[src/rtl/rsc_pkg.sv]
// Shared types and constants of the reference-counting sweep collector.
`default_nettype none
package rsc_pkg;

	localparam int KIND_W   = 2;
	localparam int SLOT_FW  = 3;
	localparam int EIDX_FW  = 2;
	localparam int STATUS_W = 3;
	localparam int MASK_W   = 8;
	localparam int COUNT_W  = 6;
	localparam logic [COUNT_W-1:0] COUNT_MAX = 6'd63;

	typedef enum logic [KIND_W-1:0] {
		KIND_ALLOC   = 2'd0,
		KIND_EDGE    = 2'd1,
		KIND_ROOT    = 2'd2,
		KIND_COLLECT = 2'd3
	} kind_t;

	typedef enum logic [STATUS_W-1:0] {
		ST_OK       = 3'd0,
		ST_OCCUPIED = 3'd1,
		ST_EMPTY    = 3'd2,
		ST_EDGE_SET = 3'd3,
		ST_OVERFLOW = 3'd4
	} status_t;

	typedef enum logic [7:0] {
		S_IDLE = 8'b0000_0001,
		S_OP   = 8'b0000_0010,
		S_EXE  = 8'b0000_0100,
		S_SCAN = 8'b0000_1000,
		S_CHK  = 8'b0001_0000,
		S_REL  = 8'b0010_0000,
		S_DEC  = 8'b0100_0000,
		S_DONE = 8'b1000_0000
	} state_t;

endpackage
`default_nettype wire

[src/rtl/rsc_ram.sv]
// Generic single-write, single-read RAM with registered read data.
`default_nettype none
module rsc_ram #(
	parameter int WIDTH = 8,
	parameter int DEPTH = 8
) (
	input  wire logic                                  clk,
	input  wire logic                                  we,
	input  wire logic [(DEPTH > 1 ? $clog2(DEPTH) : 1)-1:0] waddr,
	input  wire logic [WIDTH-1:0]                      wdata,
	input  wire logic [(DEPTH > 1 ? $clog2(DEPTH) : 1)-1:0] raddr,
	output logic      [WIDTH-1:0]                      rdata
);

	logic [WIDTH-1:0] mem_q [DEPTH];

	always_ff @(posedge clk) begin
		if (we) begin
			mem_q[waddr] <= wdata;
		end
		rdata <= mem_q[raddr];
	end

endmodule
`default_nettype wire

[src/rtl/refcount_sweep_collector_core.sv]
// Top level of the reference-counting sweep collector.
//
//  channel  dir  handshake            payload
//  s_       in   s_tvalid/s_tready    tuser kind, tdata slot/edge_index/target
//  m_       out  m_tvalid/m_tready    tdata status/freed_mask
//
// Allocate, set edge and root: read (S_OP), modify and write (S_EXE), output (S_DONE); the next
// beat is taken once the result has moved into the output register.
// Collect: each pass reads every slot's count (S_SCAN, S_CHK); a freed slot then walks its EDGES_PER_NODE
// edge entries, with one count read-modify-write per valid edge; passes = freeing passes + 1.
// Reset clears the in-use bits but not the count and edge RAMs; those are rewritten on allocate.
// A result waits in the output register; the next beat is accepted meanwhile, and a
// finished item holds in its done state while the output is still full.
`default_nettype none
module refcount_sweep_collector_core #(
	parameter int SLOTS          = 8,
	parameter int EDGES_PER_NODE = 3
) (
	input  wire logic        clk,
	input  wire logic        arst_n,
	input  wire logic        s_tvalid,
	output logic             s_tready,
	input  wire logic [7:0]  s_tdata,   // slot[2:0], edge_index[4:3], target[7:5]
	input  wire logic [1:0]  s_tuser,   // kind[1:0]
	output logic             m_tvalid,
	input  wire logic        m_tready,
	output logic      [15:0] m_tdata    // status[2:0], freed_mask[10:3], zero[15:11]
);

	localparam int SW    = $clog2(SLOTS);
	localparam int EW    = (EDGES_PER_NODE > 1) ? $clog2(EDGES_PER_NODE) : 1;
	localparam int ENT   = SW + 1;
	localparam int ROW_W = EDGES_PER_NODE * ENT;

	rsc_pkg::state_t  state_q;
	rsc_pkg::kind_t   kind_q;
	logic [rsc_pkg::SLOT_FW-1:0] slot_q;
	logic [rsc_pkg::EIDX_FW-1:0] eidx_q;
	logic [rsc_pkg::SLOT_FW-1:0] tgt_q;
	logic [SLOTS-1:0]            in_use_q;
	logic [SW-1:0]               i_q;
	logic [EW-1:0]               e_q;
	logic [ROW_W-1:0]            row_q;
	logic [SW-1:0]               dtgt_q;
	logic                        freed_q;
	logic [rsc_pkg::MASK_W-1:0]  mask_q;
	rsc_pkg::status_t            res_status_q;
	logic                        m_tvalid_q;
	rsc_pkg::status_t            m_status_q;
	logic [rsc_pkg::MASK_W-1:0]  m_mask_q;

	logic                        cnt_we;
	logic [SW-1:0]               cnt_waddr;
	logic [rsc_pkg::COUNT_W-1:0] cnt_wdata;
	logic [SW-1:0]               cnt_raddr;
	logic [rsc_pkg::COUNT_W-1:0] cnt_rd;
	logic                        edg_we;
	logic [SW-1:0]               edg_raddr;
	logic [ROW_W-1:0]            edg_wdata;
	logic [ROW_W-1:0]            erow;
	logic [ROW_W-1:0]            erow_new;

	logic [SW-1:0]               s_idx;
	logic [SW-1:0]               t_idx;
	logic [EW-1:0]               e_sel;
	logic                        s_in_range;
	logic                        s_live;
	logic                        t_live;
	logic                        e_ok;
	logic                        evalid;
	rsc_pkg::status_t            op_status;
	logic                        row_valid;
	logic [SW-1:0]               row_tgt;
	logic                        last_e;
	logic                        last_i;
	logic                        cand;
	logic                        freeing;
	logic                        slot_end;
	logic                        any_freed;
	logic [rsc_pkg::MASK_W-1:0]  live_low;

	rsc_ram #(.WIDTH(rsc_pkg::COUNT_W), .DEPTH(SLOTS)) u_cnt_ram (
		.clk   (clk),
		.we    (cnt_we),
		.waddr (cnt_waddr),
		.wdata (cnt_wdata),
		.raddr (cnt_raddr),
		.rdata (cnt_rd)
	);

	rsc_ram #(.WIDTH(ROW_W), .DEPTH(SLOTS)) u_edge_ram (
		.clk   (clk),
		.we    (edg_we),
		.waddr (s_idx),
		.wdata (edg_wdata),
		.raddr (edg_raddr),
		.rdata (erow)
	);

	assign s_idx      = SW'(slot_q);
	assign t_idx      = SW'(tgt_q);
	assign e_sel      = EW'(eidx_q);
	assign s_in_range = 32'(slot_q) < SLOTS;
	assign s_live     = s_in_range && in_use_q[s_idx];
	assign t_live     = (32'(tgt_q) < SLOTS) && in_use_q[t_idx];
	assign e_ok       = 32'(eidx_q) < EDGES_PER_NODE;
	assign evalid     = erow[32'(e_sel) * ENT + SW];

	assign row_valid = row_q[32'(e_q) * ENT + SW];
	assign row_tgt   = row_q[32'(e_q) * ENT +: SW];
	assign last_e    = e_q == EW'(EDGES_PER_NODE - 1);
	assign last_i    = i_q == SW'(SLOTS - 1);
	assign cand      = in_use_q[i_q] && (cnt_rd == '0);

	always_comb begin
		op_status = rsc_pkg::ST_OK;
		unique case (kind_q)
			rsc_pkg::KIND_ALLOC: begin
				priority if (!s_in_range) op_status = rsc_pkg::ST_EMPTY;
				else if (in_use_q[s_idx]) op_status = rsc_pkg::ST_OCCUPIED;
				else                      op_status = rsc_pkg::ST_OK;
			end
			rsc_pkg::KIND_EDGE: begin
				priority if (!s_live || !t_live)        op_status = rsc_pkg::ST_EMPTY;
				else if (!e_ok)                         op_status = rsc_pkg::ST_EDGE_SET;
				else if (evalid)                        op_status = rsc_pkg::ST_EDGE_SET;
				else if (cnt_rd >= rsc_pkg::COUNT_MAX)  op_status = rsc_pkg::ST_OVERFLOW;
				else                                    op_status = rsc_pkg::ST_OK;
			end
			rsc_pkg::KIND_ROOT: begin
				priority if (!s_live)                   op_status = rsc_pkg::ST_EMPTY;
				else if (cnt_rd >= rsc_pkg::COUNT_MAX)  op_status = rsc_pkg::ST_OVERFLOW;
				else                                    op_status = rsc_pkg::ST_OK;
			end
			rsc_pkg::KIND_COLLECT: begin
				op_status = rsc_pkg::ST_OK;
			end
		endcase
	end

	always_comb begin
		erow_new = erow;
		erow_new[32'(e_sel) * ENT +: ENT] = {1'b1, t_idx};
	end

	always_comb begin
		cnt_we    = 1'b0;
		cnt_waddr = s_idx;
		cnt_wdata = '0;
		edg_we    = 1'b0;
		edg_wdata = '0;
		cnt_raddr = i_q;
		edg_raddr = (state_q == rsc_pkg::S_OP) ? s_idx : i_q;
		unique case (state_q)
			rsc_pkg::S_OP: begin
				cnt_raddr = (kind_q == rsc_pkg::KIND_ROOT) ? s_idx : t_idx;
			end
			rsc_pkg::S_EXE: begin
				if (op_status == rsc_pkg::ST_OK) begin
					unique case (kind_q)
						rsc_pkg::KIND_ALLOC: begin
							cnt_we = 1'b1;
							edg_we = 1'b1;
						end
						rsc_pkg::KIND_EDGE: begin
							cnt_we    = 1'b1;
							cnt_waddr = t_idx;
							cnt_wdata = rsc_pkg::COUNT_W'(cnt_rd + 1'b1);
							edg_we    = 1'b1;
							edg_wdata = erow_new;
						end
						rsc_pkg::KIND_ROOT: begin
							cnt_we    = 1'b1;
							cnt_wdata = rsc_pkg::COUNT_W'(cnt_rd + 1'b1);
						end
						rsc_pkg::KIND_COLLECT: begin
						end
					endcase
				end
			end
			rsc_pkg::S_REL: begin
				cnt_raddr = row_tgt;
			end
			rsc_pkg::S_DEC: begin
				cnt_waddr = dtgt_q;
				cnt_wdata = rsc_pkg::COUNT_W'(cnt_rd - 1'b1);
				cnt_we    = in_use_q[dtgt_q] && (cnt_rd != '0);
			end
			rsc_pkg::S_IDLE, rsc_pkg::S_SCAN, rsc_pkg::S_CHK, rsc_pkg::S_DONE: begin
			end
		endcase
	end

	assign freeing   = ((state_q == rsc_pkg::S_REL) && !row_valid && last_e) ||
	                   ((state_q == rsc_pkg::S_DEC) && last_e);
	assign slot_end  = ((state_q == rsc_pkg::S_CHK) && !cand) || freeing;
	assign any_freed = freed_q || freeing;

	always_ff @(posedge clk or negedge arst_n) begin
		if (!arst_n) begin
			state_q      <= rsc_pkg::S_IDLE;
			kind_q       <= rsc_pkg::KIND_ALLOC;
			slot_q       <= '0;
			eidx_q       <= '0;
			tgt_q        <= '0;
			in_use_q     <= '0;
			i_q          <= '0;
			e_q          <= '0;
			row_q        <= '0;
			dtgt_q       <= '0;
			freed_q      <= 1'b0;
			mask_q       <= '0;
			res_status_q <= rsc_pkg::ST_OK;
			m_tvalid_q   <= 1'b0;
			m_status_q   <= rsc_pkg::ST_OK;
			m_mask_q     <= '0;
		end else begin
			if (m_tready && state_q != rsc_pkg::S_DONE) begin
				m_tvalid_q <= 1'b0;
			end
			unique case (state_q)
				rsc_pkg::S_IDLE: begin
					if (s_tvalid) begin
						kind_q <= rsc_pkg::kind_t'(s_tuser);
						slot_q <= s_tdata[2:0];
						eidx_q <= s_tdata[4:3];
						tgt_q  <= s_tdata[7:5];
						if (rsc_pkg::kind_t'(s_tuser) == rsc_pkg::KIND_COLLECT) begin
							i_q     <= '0;
							freed_q <= 1'b0;
							mask_q  <= '0;
							state_q <= rsc_pkg::S_SCAN;
						end else begin
							state_q <= rsc_pkg::S_OP;
						end
					end
				end
				rsc_pkg::S_OP: begin
					state_q <= rsc_pkg::S_EXE;
				end
				rsc_pkg::S_EXE: begin
					res_status_q <= op_status;
					mask_q       <= '0;
					if (kind_q == rsc_pkg::KIND_ALLOC && op_status == rsc_pkg::ST_OK) begin
						in_use_q[s_idx] <= 1'b1;
					end
					state_q <= rsc_pkg::S_DONE;
				end
				rsc_pkg::S_SCAN: begin
					state_q <= rsc_pkg::S_CHK;
				end
				rsc_pkg::S_CHK: begin
					if (cand) begin
						row_q   <= erow;
						e_q     <= '0;
						state_q <= rsc_pkg::S_REL;
					end
				end
				rsc_pkg::S_REL: begin
					if (row_valid) begin
						dtgt_q  <= row_tgt;
						state_q <= rsc_pkg::S_DEC;
					end else if (!last_e) begin
						e_q <= EW'(e_q + 1'b1);
					end
				end
				rsc_pkg::S_DEC: begin
					if (!last_e) begin
						e_q     <= EW'(e_q + 1'b1);
						state_q <= rsc_pkg::S_REL;
					end
				end
				rsc_pkg::S_DONE: begin
					if (!m_tvalid_q || m_tready) begin
						m_tvalid_q <= 1'b1;
						m_status_q <= res_status_q;
						m_mask_q   <= mask_q;
						state_q    <= rsc_pkg::S_IDLE;
					end
				end
			endcase

			if (freeing) begin
				in_use_q[i_q] <= 1'b0;
				if (!last_i) begin
					freed_q <= 1'b1;
				end
				if (32'(i_q) < rsc_pkg::MASK_W) begin
					mask_q[3'(i_q)] <= 1'b1;
				end
			end
			if (slot_end) begin
				priority if (!last_i) begin
					i_q     <= SW'(i_q + 1'b1);
					state_q <= rsc_pkg::S_SCAN;
				end else if (any_freed) begin
					i_q     <= '0;
					freed_q <= 1'b0;
					state_q <= rsc_pkg::S_SCAN;
				end else begin
					res_status_q <= rsc_pkg::ST_OK;
					state_q      <= rsc_pkg::S_DONE;
				end
			end
		end
	end

	always_comb begin
		for (int b = 0; b < rsc_pkg::MASK_W; b++) begin
			live_low[b] = (b < SLOTS) ? in_use_q[SW'(b)] : 1'b0;
		end
	end

	assign s_tready = state_q == rsc_pkg::S_IDLE;
	assign m_tvalid = m_tvalid_q;
	assign m_tdata  = {5'b0, m_mask_q, m_status_q};

`ifndef SYNTHESIS
	a_err_no_mask: assert property (@(posedge clk) disable iff (!arst_n)
		(m_tvalid_q && m_status_q != rsc_pkg::ST_OK) |-> (m_mask_q == '0))
		else $error("error status with nonzero freed mask");

	a_freed_not_live: assert property (@(posedge clk) disable iff (!arst_n)
		(state_q == rsc_pkg::S_DONE && kind_q == rsc_pkg::KIND_COLLECT)
		|-> ((mask_q & live_low) == '0))
		else $error("slot in freed mask still in use");

	a_inc_by_one: assert property (@(posedge clk) disable iff (!arst_n)
		(state_q == rsc_pkg::S_EXE && kind_q != rsc_pkg::KIND_ALLOC && cnt_we)
		|-> (cnt_wdata == rsc_pkg::COUNT_W'(cnt_rd + 1'b1)))
		else $error("count write is not an increment");

	a_dec_follows_rel: assert property (@(posedge clk) disable iff (!arst_n)
		(state_q == rsc_pkg::S_DEC) |-> ($past(state_q) == rsc_pkg::S_REL && $past(row_valid)))
		else $error("release step without a valid edge");
`endif

endmodule
`default_nettype wire

[config.mk]
export PLATFORM = sky130hd
export DESIGN_NAME = refcount_sweep_collector_core
export DESIGN_NICKNAME = d
export VERILOG_FILES = /design/src/rtl/rsc_pkg.sv /design/src/rtl/rsc_ram.sv /design/src/rtl/refcount_sweep_collector_core.sv
export SDC_FILE = /design/constraint.sdc
export NUM_CORES = 1
export LEC_CHECK = 0
export BUFFER_PORTS_ARGS = -buffer_cell sky130_fd_sc_hd__buf_2
export CORE_MARGIN = 3
export CORE_UTILIZATION = 50
export DETAILED_ROUTE_END_ITERATION = 7
export GPL_TIMING_DRIVEN = 0
export PLACE_DENSITY = 0.65
export SETUP_SLACK_MARGIN = 0.3
export SKIP_LAST_GASP = 1
export SLEW_MARGIN = 20
export SYNTH_ARGS = -nofsm -noshare
export SYNTH_HDL_FRONTEND = slang
export SYNTH_HIERARCHICAL = 1
export SYNTH_SLANG_ARGS = --single-unit
[constraint.sdc]
create_clock -name clk -period 3.2 [get_ports clk]
set_input_delay 0.64 -clock clk [delete_from_list [all_inputs] [get_ports clk]]
set_output_delay 0.64 -clock clk [all_outputs]
set_load 0.05 [all_outputs]
Word level (Yosys, flattened, before mapping)

Memory sizes are Yosys's and may differ from the RTL's. A register that Yosys moved wholly into a read port is not among the register bits.
Cells that the tools add are included.

Logic and storage cells: 186
Bits in writable memories: 144
Memories kept: 2
Register bits after elaboration: 70

Multiplexer cells: 88
Shift-type cells: 3
Magnitude comparators: 10
Reduce and logical (&&, ||, !) cells: 34
Eq/ne operators: 22
Add/subtract/negate cells: 7
Bitwise operators: 4

Memory list:

| memory           | words | bits a word | read ports | clocked after memory_dff | write ports | line          | RTL |
|---|---|---|---|---|---|---|---|
| u_edge_ram.mem_q | 8     | 12          | 1          | 1                        | 1           | rsc_ram.sv:15 | `logic [WIDTH-1:0] mem_q [DEPTH];` |
| u_cnt_ram.mem_q  | 8     | 6           | 1          | 1                        | 1           | rsc_ram.sv:15 |  |

Operator list:

| cell                      | count |
|---|---|
| $mux W8                   | 14 |
| $pmux W8 S8               | 1 |
| $mux W3                   | 19 |
| $mux W12                  | 3 |
| $neg A4 Y34               | 1 |
| $shift A4 B34 Y12 const A | 1 |
| $shiftx A4 B34 Y12        | 1 |
| $mux W1                   | 29 |
| $lt A3 B4 Y1 const B      | 4 |
| $or A8 B8 Y8              | 2 |
| $pmux W8 S2               | 1 |
| $bmux W1 S3               | 4 |
| $bwmux W12                | 1 |
| $mux W6                   | 2 |
| $ne A3 B3 Y1 const B      | 4 |
| $pmux W3 S2               | 2 |
| $pmux W3 S4               | 1 |
| $pmux W6 S2               | 1 |
| $shiftx A12 B5 Y3         | 1 |
| $add A4 B2 Y5 const B     | 2 |
| $logic_and A1 B1 Y1       | 10 |
| $lt A5 B5 Y1 const B      | 2 |
| $and A8 B8 Y8             | 1 |
| $bmux W1 S4               | 2 |
| other kinds (39)          | 59 |

Depth between registers and ports, before layout

Gate-level depths: netlist of run 1.

Depth in word-level cells: 13
Depth in mapped cells: 10

Cells and area by module

The synthesis of run 1 kept the hierarchy.

Modules (own cells, without submodules):

| module                        | area each (um^2) | times used | cells each |
|---|---|---|---|
| refcount_sweep_collector_core | 4421.7           | 1          | 440 |
| rsc_ram (u_edge_ram)          | 3987.6           | 1          | 164 |
| rsc_ram (u_cnt_ram)           | 2021.9           | 1          | 88 |

Worst setup path after synthesis of run 1

No wires, ideal clock.

Kind: flip-flop to flip-flop
From: register slot_q (netlist bit s_idx[0])
To: memory u_edge_ram/mem_q[0][0] in the netlist's numbering (enable)
Slack: -169 ps
Buffers on the path: 1
Data required time: 2804 ps
Arrival time: 2972 ps
Stages on the path, launching flop included: 10
Cell sequence: dfrtp_1 -> buf_6 -> mux2i_1 -> mux4_2 -> nor4_4 -> o31a_4 -> nand2_1 -> nor2_1 -> nand2b_1 -> nor3_1

Cells in the longest elaborated chain, start to end: 11
Elaborated cells between the ends (all ways): 13
Those cells by class: mux (10); reduce/logical (3)

RTL lines:

| element                           | line                                                                       | RTL |
|---|---|---|
| start, declared                   | refcount_sweep_collector_core.sv:37                                        | `logic [rsc_pkg::SLOT_FW-1:0] slot_q;` |
| start signal, assigned            | refcount_sweep_collector_core.sv:225                                       | `slot_q <= s_tdata[2:0];` |
| $bmux W1 S3 (*)                   | refcount_sweep_collector_core.sv:104, refcount_sweep_collector_core.sv:120 |  |
| $mux W1 (implied by the code) (*) | refcount_sweep_collector_core.sv:104, refcount_sweep_collector_core.sv:120 |  |
| $logic_not A1 Y1                  | --                                                                         |  |
| $logic_or A1 B1 Y1                | refcount_sweep_collector_core.sv:124                                       | `priority if (!s_live \|\| !t_live) op_status = rsc_pkg::ST_EMPTY;` |
| $mux W3                           | refcount_sweep_collector_core.sv:124                                       |  |
| $pmux W3 S4 (*)                   | refcount_sweep_collector_core.sv:117                                       | `unique case (kind_q)` |
| $logic_not A3 Y1 (*)              | refcount_sweep_collector_core.sv:159                                       | `if (op_status == rsc_pkg::ST_OK) begin` |
| $mux W1 (*)                       | refcount_sweep_collector_core.sv:159                                       |  |
| $mux W1 (*)                       | refcount_sweep_collector_core.sv:154                                       | `unique case (state_q)` |
| net edg_we                        | refcount_sweep_collector_core.sv:57                                        | `logic edg_we;` |
| $mux W1 (*)                       | rsc_ram.sv:18                                                              | `if (we) begin` |
| $mux W1 (implied by the code) (*) | rsc_ram.sv:19                                                              | `mem_q[waddr] <= wdata;` |
| end, declared                     | rsc_ram.sv:15                                                              |  |

Mark *: on every way through the listed nets, which the timed path passes. The rest lies on a longest branch. The select of a mux whose other input is x is not followed.

Worst setup path in the final report of run 1

From: register slot_q (netlist bit s_idx[0])
To: memory u_cnt_ram/mem_q[2][0] in the netlist's numbering (enable)

Elaborated cells between the ends (all ways): 16
Those cells by class: mux (13); reduce/logical (3)

RTL lines:

| element                       | line                                                                       | RTL |
|---|---|---|
| $bmux W1 S3                   | refcount_sweep_collector_core.sv:104, refcount_sweep_collector_core.sv:120 |  |
| $mux W1 (implied by the code) | refcount_sweep_collector_core.sv:104, refcount_sweep_collector_core.sv:120 |  |
| $logic_not A1 Y1              | --                                                                         |  |
| $logic_or A1 B1 Y1            | refcount_sweep_collector_core.sv:124                                       |  |
| $mux W3                       | refcount_sweep_collector_core.sv:124                                       |  |
| $pmux W3 S4                   | refcount_sweep_collector_core.sv:117                                       |  |
| $logic_not A3 Y1              | refcount_sweep_collector_core.sv:159                                       |  |
| $mux W3                       | refcount_sweep_collector_core.sv:159                                       |  |
| $pmux W3 S2 (*)               | refcount_sweep_collector_core.sv:154                                       |  |
| net cnt_waddr[0]              | refcount_sweep_collector_core.sv:53                                        | `logic [SW-1:0] cnt_waddr;` |
| end, declared                 | rsc_ram.sv:15                                                              |  |

Marked as above.

==> results of run 1 <==
stage by stage:
step                area [sq um]  util, %  setup WS (ns)
floorplan                  10500        -          0.130
global placement           10900     53.7         -0.755
detailed placement         11000     54.0         -0.878
CTS                        12500     61.3          0.297
global route               12600     62.0          0.147
finish                     12600     62.0          0.262
cell families after synthesis:
group,synth area share (%)
compound gates,5.89
xor+xnor,0.420
fa+ha+maj,1.68
buf+inv,3.31
flops,61.7
mux,17.5
other cells,0.0359
simple gates,9.44
cell type report:
cell class,instances,area [sq um]
Inverter,18,67.6
Buffer,37,273
Clock inverter,13,199
Tap cell,270,338
Sequential cell,232,6440
Clock buffer,33,676
Multi-Input combinational cell,408,3990
Timing Repair Buffer,70,639
Fill cell,1473,7740
path summary, 6_finish.rpt:
kind                                            from                         endpoint  slack [ns]  cells after the start
worst min register to register   mask_q[7]$_DFF_PN0_              mask_q[7]$_DFF_PN0_        0.48                      1
min in group clk                            s_tvalid           state_q[0]$_DFFE_PN1P_        0.32                      2
worst max-delay path            s_idx[0]$_DFFE_PN0P_  u_cnt_ram/mem_q[2][0]$_DFFE_PP_        0.26                     11
max in group asynchronous                     arst_n             row_q[6]$_DFFE_PN0P_        2.58                      2
worst max register to register  s_idx[0]$_DFFE_PN0P_  u_cnt_ram/mem_q[2][0]$_DFFE_PP_        0.26                     11
worst min-delay path                          arst_n              mask_q[0]$_DFF_PN0_        0.06                      1
cells in the mapped netlist (6+ instances only):
master    number
edfxtp_1     144
dfrtp_1       69
nor2_1        63
mux2_2        55
nand2_1       36
mux4_1        33
a21oi_1       21
dfxtp_1       18
inv_1         18
nand3_1       18
mux2i_1       16
nand2b_1      16
clkbuf_1      14
ha_1          14
nor3_1        12
o21ai_0        9
mux4_2         8
a21oi_2        7
buf_4          6
buf_6          6
worst max-delay path, delay by kind of cell (launching register included):
family | cells | cell delay, ns
buffers and inverters | 3 | 0.47
DFF | 1 | 0.43
muxes | 2 | 0.67
and+or+nand+nor | 3 | 0.53
AOI/OAI and AO/OA | 3 | 0.48
layer usage:
layer  part of all wire (%)  vias to the layer above  track usage (%)
li1                       -                     2853                -
met5                      0                        -                0
met4                    2.1                        0             5.99
met1                     43                     3203             26.9
met2                     50                      182             34.7
met3                    4.6                       42             3.25
repair_timing:
item / CTS / global route
setup endpoints to repair: 305 / 173
cloned: 0 / 1
pin swaps: 27 / 7
buffers inserted: 34 / 8
gates resized for setup: 61 / 17
power groups by stage:
| stage | sequential (W) | clock, W | combinational, W |
|---|---|---|---|
| after floorplan | 0.00388 | 0 | 0.00267 |
| after global placement | 0.00392 | 0 | 0.00335 |
| after detailed placement | 0.00395 | 0 | 0.00345 |
| after CTS | 0.00389 | 0.00309 | 0.00400 |
| after global routing | 0.00394 | 0.00323 | 0.00448 |
| final | 0.00390 | 0.00303 | 0.00418 |
registers in the layout (all words and copies together) (netlist names), 3 cells and up:
signal	flops
u_edge_ram/mem_q	96
dtgt_q	3
t_idx	3
m_status_q	3
u_cnt_ram/rdata	6
i_q	3
s_idx	3
u_cnt_ram/mem_q	48
res_status_q	3
u_edge_ram/rdata	12
state_q	8
row_q	12
mask_q	8
in_use_q	8
m_mask_q	8
==> flow_metrics.tcl, run 1 <==
set metrics [dict create \
    pwr_density_cell_nw_per_um2 880 \
    cts-root-buf "clkbuf_16" \
    grt-ovfl-total 0 \
    worstSetupStartpointType "flip-flop" \
    status "finished clean" \
    nets 820 \
    remaining_drc_errors 0 \
    dp_hpwl_mm 14.3 \
    fin_crit_sh_pct 91.8 \
    async_reset_ff_share_pct 30.2 \
    rsz0062_at_grt "true" \
    clockPowerShare_pct 27.2 \
    setup_violations 0 \
    cp-end-kind "flip-flop" \
    final_common_cell "edfxtp_1" \
    finalHoldViolCount 0 \
    core_area_sq_um 20400 \
    p_leak_nw 4.51 \
    num_vias 6280 \
    final.min_clock_period_ns 2.94 \
    synth_seq_cells 232 \
    final_cell_mix "edfxtp_1 (144), dfrtp_1 (68), mux2_2 (55)" \
    die_w_microns 150 \
    finalWirelength_mm 22.6 \
    drtIter0Drc 484 \
    ys_types 76 \
    maxCapViolCount 0 \
    p_int_w 0.00743 \
    synth_area_sq_um 10400 \
    grt_pass1_wl_mm 35.2 \
    die_area_sq_um 22600 \
    setup-tns-final_ns 0 \
    swShare_pct 33.1 \
    numCtsBuffers 25 \
    crit_type "reg2reg" \
    yosysSeqAreaShare_pct 61.7 \
    report.final.slew_viol_count 0 \
    routabilityCongestion 0.869 \
    ir_drop_v 0.000523 \
    grt_max_degree 40 \
    finalPower_w 0.0111 \
    drive_gt1_share_pct 33.5 \
    placed_cells 993 \
    hp-class "in2async" \
    path_cells "buf_6 -> mux2i_1 -> mux4_2 -> o21ba_2 -> o31ai_4 -> nand3_4 -> o211ai_1 -> buf_4 -> buf_4 -> nand2b_4 -> nor2_4" \
    timing.fmax_ghz 0.340 \
    cts_hold_buffers 0 \
    ys.flop_type "edfxtp_1" \
    fp-row-count 52 \
    grtUsageTotal_pct 20.3 \
    drt-pass1-iter-count 5 \
    die_y_microns 150 \
    syn_avg_cell_area_sq_um 15.1 \
    crit_slowest_cell "mux4_2" \
    detail_route.vias_per_cell 5.81 \
    synth-edff-count 144 \
    portBuffers 26 \
    cp_max_fo 6 \
    netlist.area_leader.share_pct 41.5 \
    initial_utilization_pct 51.2 \
    hold_ws_ns 0.0550 \
    antenna_found_initial 0 \
    timing_worst_slew_pin_value_ns 0.740 \
    clkSinkCount 232 \
    arrival_ns 3.12 \
    clkTransAtPathRegs_ns 0.06 \
    synth_top_area_cell "edfxtp_1" \
    insertion_delay_ns 0.53 \
    clockBufferDepth 3 \
    wl_per_cell_microns 20.9 \
    worst_path_most_repeated_cell "buf_4" \
    grt_pass1_vias 6338 \
    synthToLayoutAreaGrowth_pct 21.0 \
    slowest_delay_ns 0.56 \
    pwr-share-seq_pct 35.1 \
    htreeDepth 1 \
    relSlewSlack_pct 50.0 \
    drtAntennaViolNets 0 \
    cp.required_ns 3.38 \
    p_comb_share_pct 37.6 \
    synth_area_leaders "edfxtp_1 (41%), dfrtp_1 (17%), mux4_1 (8.3%), mux2_2 (5.9%), dfxtp_1 (3.5%)" \
    io_pins 32 \
    yosys_warnings 6 \
    cts_tree "yes" \
    p_sw_w 0.00367 \
    finClkSkew_ns 0.0285 \
    syn_inst 692 \
    fin_cells 1081 \
    antennaDiodeCount 0 \
]
Note: power is estimated with default switching activity, not from simulation.
==> run 2, diff against run 1 <==
--- a/config.mk
+++ b/config.mk
@@ -5,12 +5,12 @@
 export SDC_FILE = /design/constraint.sdc
 export NUM_CORES = 1
 export LEC_CHECK = 0
-export BUFFER_PORTS_ARGS = -buffer_cell sky130_fd_sc_hd__buf_2
 export CORE_MARGIN = 3
 export CORE_UTILIZATION = 50
 export DETAILED_ROUTE_END_ITERATION = 7
+export DONT_BUFFER_PORTS = 1
 export GPL_TIMING_DRIVEN = 0
-export PLACE_DENSITY = 0.65
+export PLACE_DENSITY = 0.69
 export SETUP_SLACK_MARGIN = 0.3
 export SKIP_LAST_GASP = 1
 export SLEW_MARGIN = 20
==> run 2 against run 1 <==
Fmax fell by 1.4%; non-clock buffer count down 28; core utilization is 0.98 points lower; die area unchanged; count of clock-buffer cells in the layout is the same; final area is 1.6% lower; hold slack worse by 0.042 ns; critical path depth is 1 higher; worst setup slack lost 0.040 ns; sequential power grew 2%; first-iteration DRC count shrank 1.9%.
==> flow_metrics.tcl, run 2 (synthesis results as in run 1) <==
set metrics [dict create \
    status "finished clean" \
    drt-pass1-iter-count 5 \
    grt_pass1_vias 6326 \
    cp.required_ns 3.41 \
    numCtsBuffers 25 \
    crit_slowest_cell "mux4_2" \
    finalWirelength_mm 22.5 \
    worstSetupStartpointType "flip-flop" \
    cts_tree "yes" \
    p_leak_nw 4.36 \
    seq_area_sq_um 6440 \
    drtAntennaViolNets 0 \
    report.final.slew_viol_count 0 \
    dp_slack_ns -0.603 \
    clkSinkCount 232 \
    reg.largest.list "u_edge_ram/mem_q x96, u_cnt_ram/mem_q x48" \
    io_pins 32 \
    hp-class "in2async" \
    fp-row-count 52 \
    pwr_density_cell_nw_per_um2 883 \
    cp_max_fo 6 \
    clockBufferDepth 3 \
    finClkSkew_ns 0.00998 \
    grt_pass1_wl_mm 35.4 \
    grtUsageTotal_pct 20.1 \
    placed_cells 966 \
    rsz0062_at_grt "true" \
    nFillCells 1441 \
    detail_route.vias_per_cell 5.80 \
    final_common_cell "edfxtp_1" \
    cts-root-buf "clkbuf_16" \
    fin_cells 1053 \
    routabilityCongestion 0.860 \
    antennaDiodeCount 0 \
    worst_path_most_repeated_cell "buf_4" \
    cp-end-kind "flip-flop" \
    die_w_microns 150 \
    finalHoldViolCount 0 \
    ir_drop_v 0.000547 \
    crit_type "reg2reg" \
    core_area_sq_um 20400 \
    portBuffers 0 \
    grt_max_degree 71 \
    relSlewSlack_pct 51.6 \
    timing.fmax_ghz 0.336 \
    timing_worst_slew_pin_value_ns 0.726 \
    die_area_sq_um 22600 \
    final.min_clock_period_ns 2.98 \
    grt-ovfl-total 0 \
    nets 792 \
    clkTransAtPathRegs_ns 0.06 \
    maxCapViolCount 0 \
    final_cell_mix "edfxtp_1 (144), dfrtp_1 (68), mux2_2 (55)" \
    arrival_ns 3.18 \
    fin_crit_sh_pct 93.1 \
    drive_gt1_share_pct 31.3 \
    synthToLayoutAreaGrowth_pct 19.1 \
    top_register "u_edge_ram/mem_q" \
    placed_area_sq_um 10800 \
    num_vias 6103 \
    setup-tns-final_ns 0 \
    wl_per_cell_microns 21.4 \
    fin_ws_ns 0.222 \
    remaining_drc_errors 0 \
    setup_violations 0 \
    dp_hpwl_mm 14.1 \
    antenna_found_initial 0 \
    largest_reg_flops 96 \
    die_y_microns 150 \
    final_cell_area_sq_um 12400 \
    multi_input_area_sq_um 4000 \
    initial_utilization_pct 51.2 \
    drtIter0Drc 475 \
    slowest_delay_ns 0.56 \
    htreeDepth 1 \
    path_cells "buf_4 -> mux2i_1 -> mux4_2 -> buf_6 -> o21ba_4 -> o31ai_4 -> nand3_4 -> o211ai_1 -> buf_4 -> buf_4 -> nand2b_4 -> nor2_4" \
    insertion_delay_ns 0.52 \
]
==> run 2: cell types whose count changed in the layout (fill, tap and decap cells not counted), sizes merged <==
cell and delta:
buf -27, clkinv +4, bufinv -3, clkbuf -1
clkinvlp -1
==> run 2: worst max-delay path, delay by kind of cell, from the launching register on <==
family,cells,cell delay (ns)
mux,2,0.66
buf+inv,4,0.64
simple gates,3,0.50
flops,1,0.44
compound gates,3,0.42
==> run 2: path summary, 6_finish.rpt <==
| path | slack, ns | depth (start not counted) | endpoint | from |
|---|---|---|---|---|
| worst min register to register | 0.48 | 1 | mask_q[6]$_DFF_PN0_ | mask_q[6]$_DFF_PN0_ |
| min in group clk | 0.20 | 1 | state_q[1]$_DFFE_PN0P_ | s_tuser[1] |
| max in group asynchronous | 2.89 | 1 | state_q[0]$_DFFE_PN1P_ | arst_n |
| worst min-delay path | 0.01 | 1 | freed_q$_DFF_PN0_ | arst_n |
| worst max register to register | 0.22 | 12 | u_cnt_ram/mem_q[2][2]$_DFFE_PP_ | s_idx[0]$_DFFE_PN0P_ |
| worst max-delay path | 0.22 | 12 | u_cnt_ram/mem_q[2][2]$_DFFE_PP_ | s_idx[0]$_DFFE_PN0P_ |
==> run 2: layout make-up <==
| type | instances | area share, % |
|---|---|---|
| Clock buffer | 33 | 5.60 |
| Buffer | 37 | 2.18 |
| Clock inverter | 13 | 1.02 |
| Sequential cell | 232 | 51.8 |
| Tap cell | 270 | 2.72 |
| Inverter | 18 | 0.544 |
| Multi-Input combinational cell | 408 | 32.2 |
| Timing Repair Buffer | 42 | 3.94 |
==> run 2: report_power, final <==
group          internal, W  leakage (nW)  switching, W
clock network      0.00170         0.409       0.00114
registers          0.00356          2.18      0.000405
logic              0.00201          1.76       0.00216
total              0.00727          4.36       0.00370
==> run 2: per-layer routing <==
metal	GRT usage [%]	vias up	share of wire [%]
li1	-	2799	-
met1	27.6	3104	43
met2	34.4	162	51
met3	2.71	38	3.9
met4	4.71	0	2.1
met5	0	-	0
==> run 2: metrics by stage <==
step	hold WS [ns]	power, W	util (%)
global placement	0.346	0.00722	53.1
global route	0.0221	0.0115	61.0
floorplan	0.344	0.00655	-
CTS	0.00990	0.0107	60.2
detailed placement	0.346	0.00736	53.2
finish	0.0128	0.0110	61.0
==> run 2: repair_timing <==
item	in CTS	in global routing
endpoints found under the hold margin	70	0
endpoints found under the setup margin	291	237
setup buffers	32	9
gates cloned	0	0
pin swaps	23	8
hold buffers	1	0
gates resized for setup	55	23
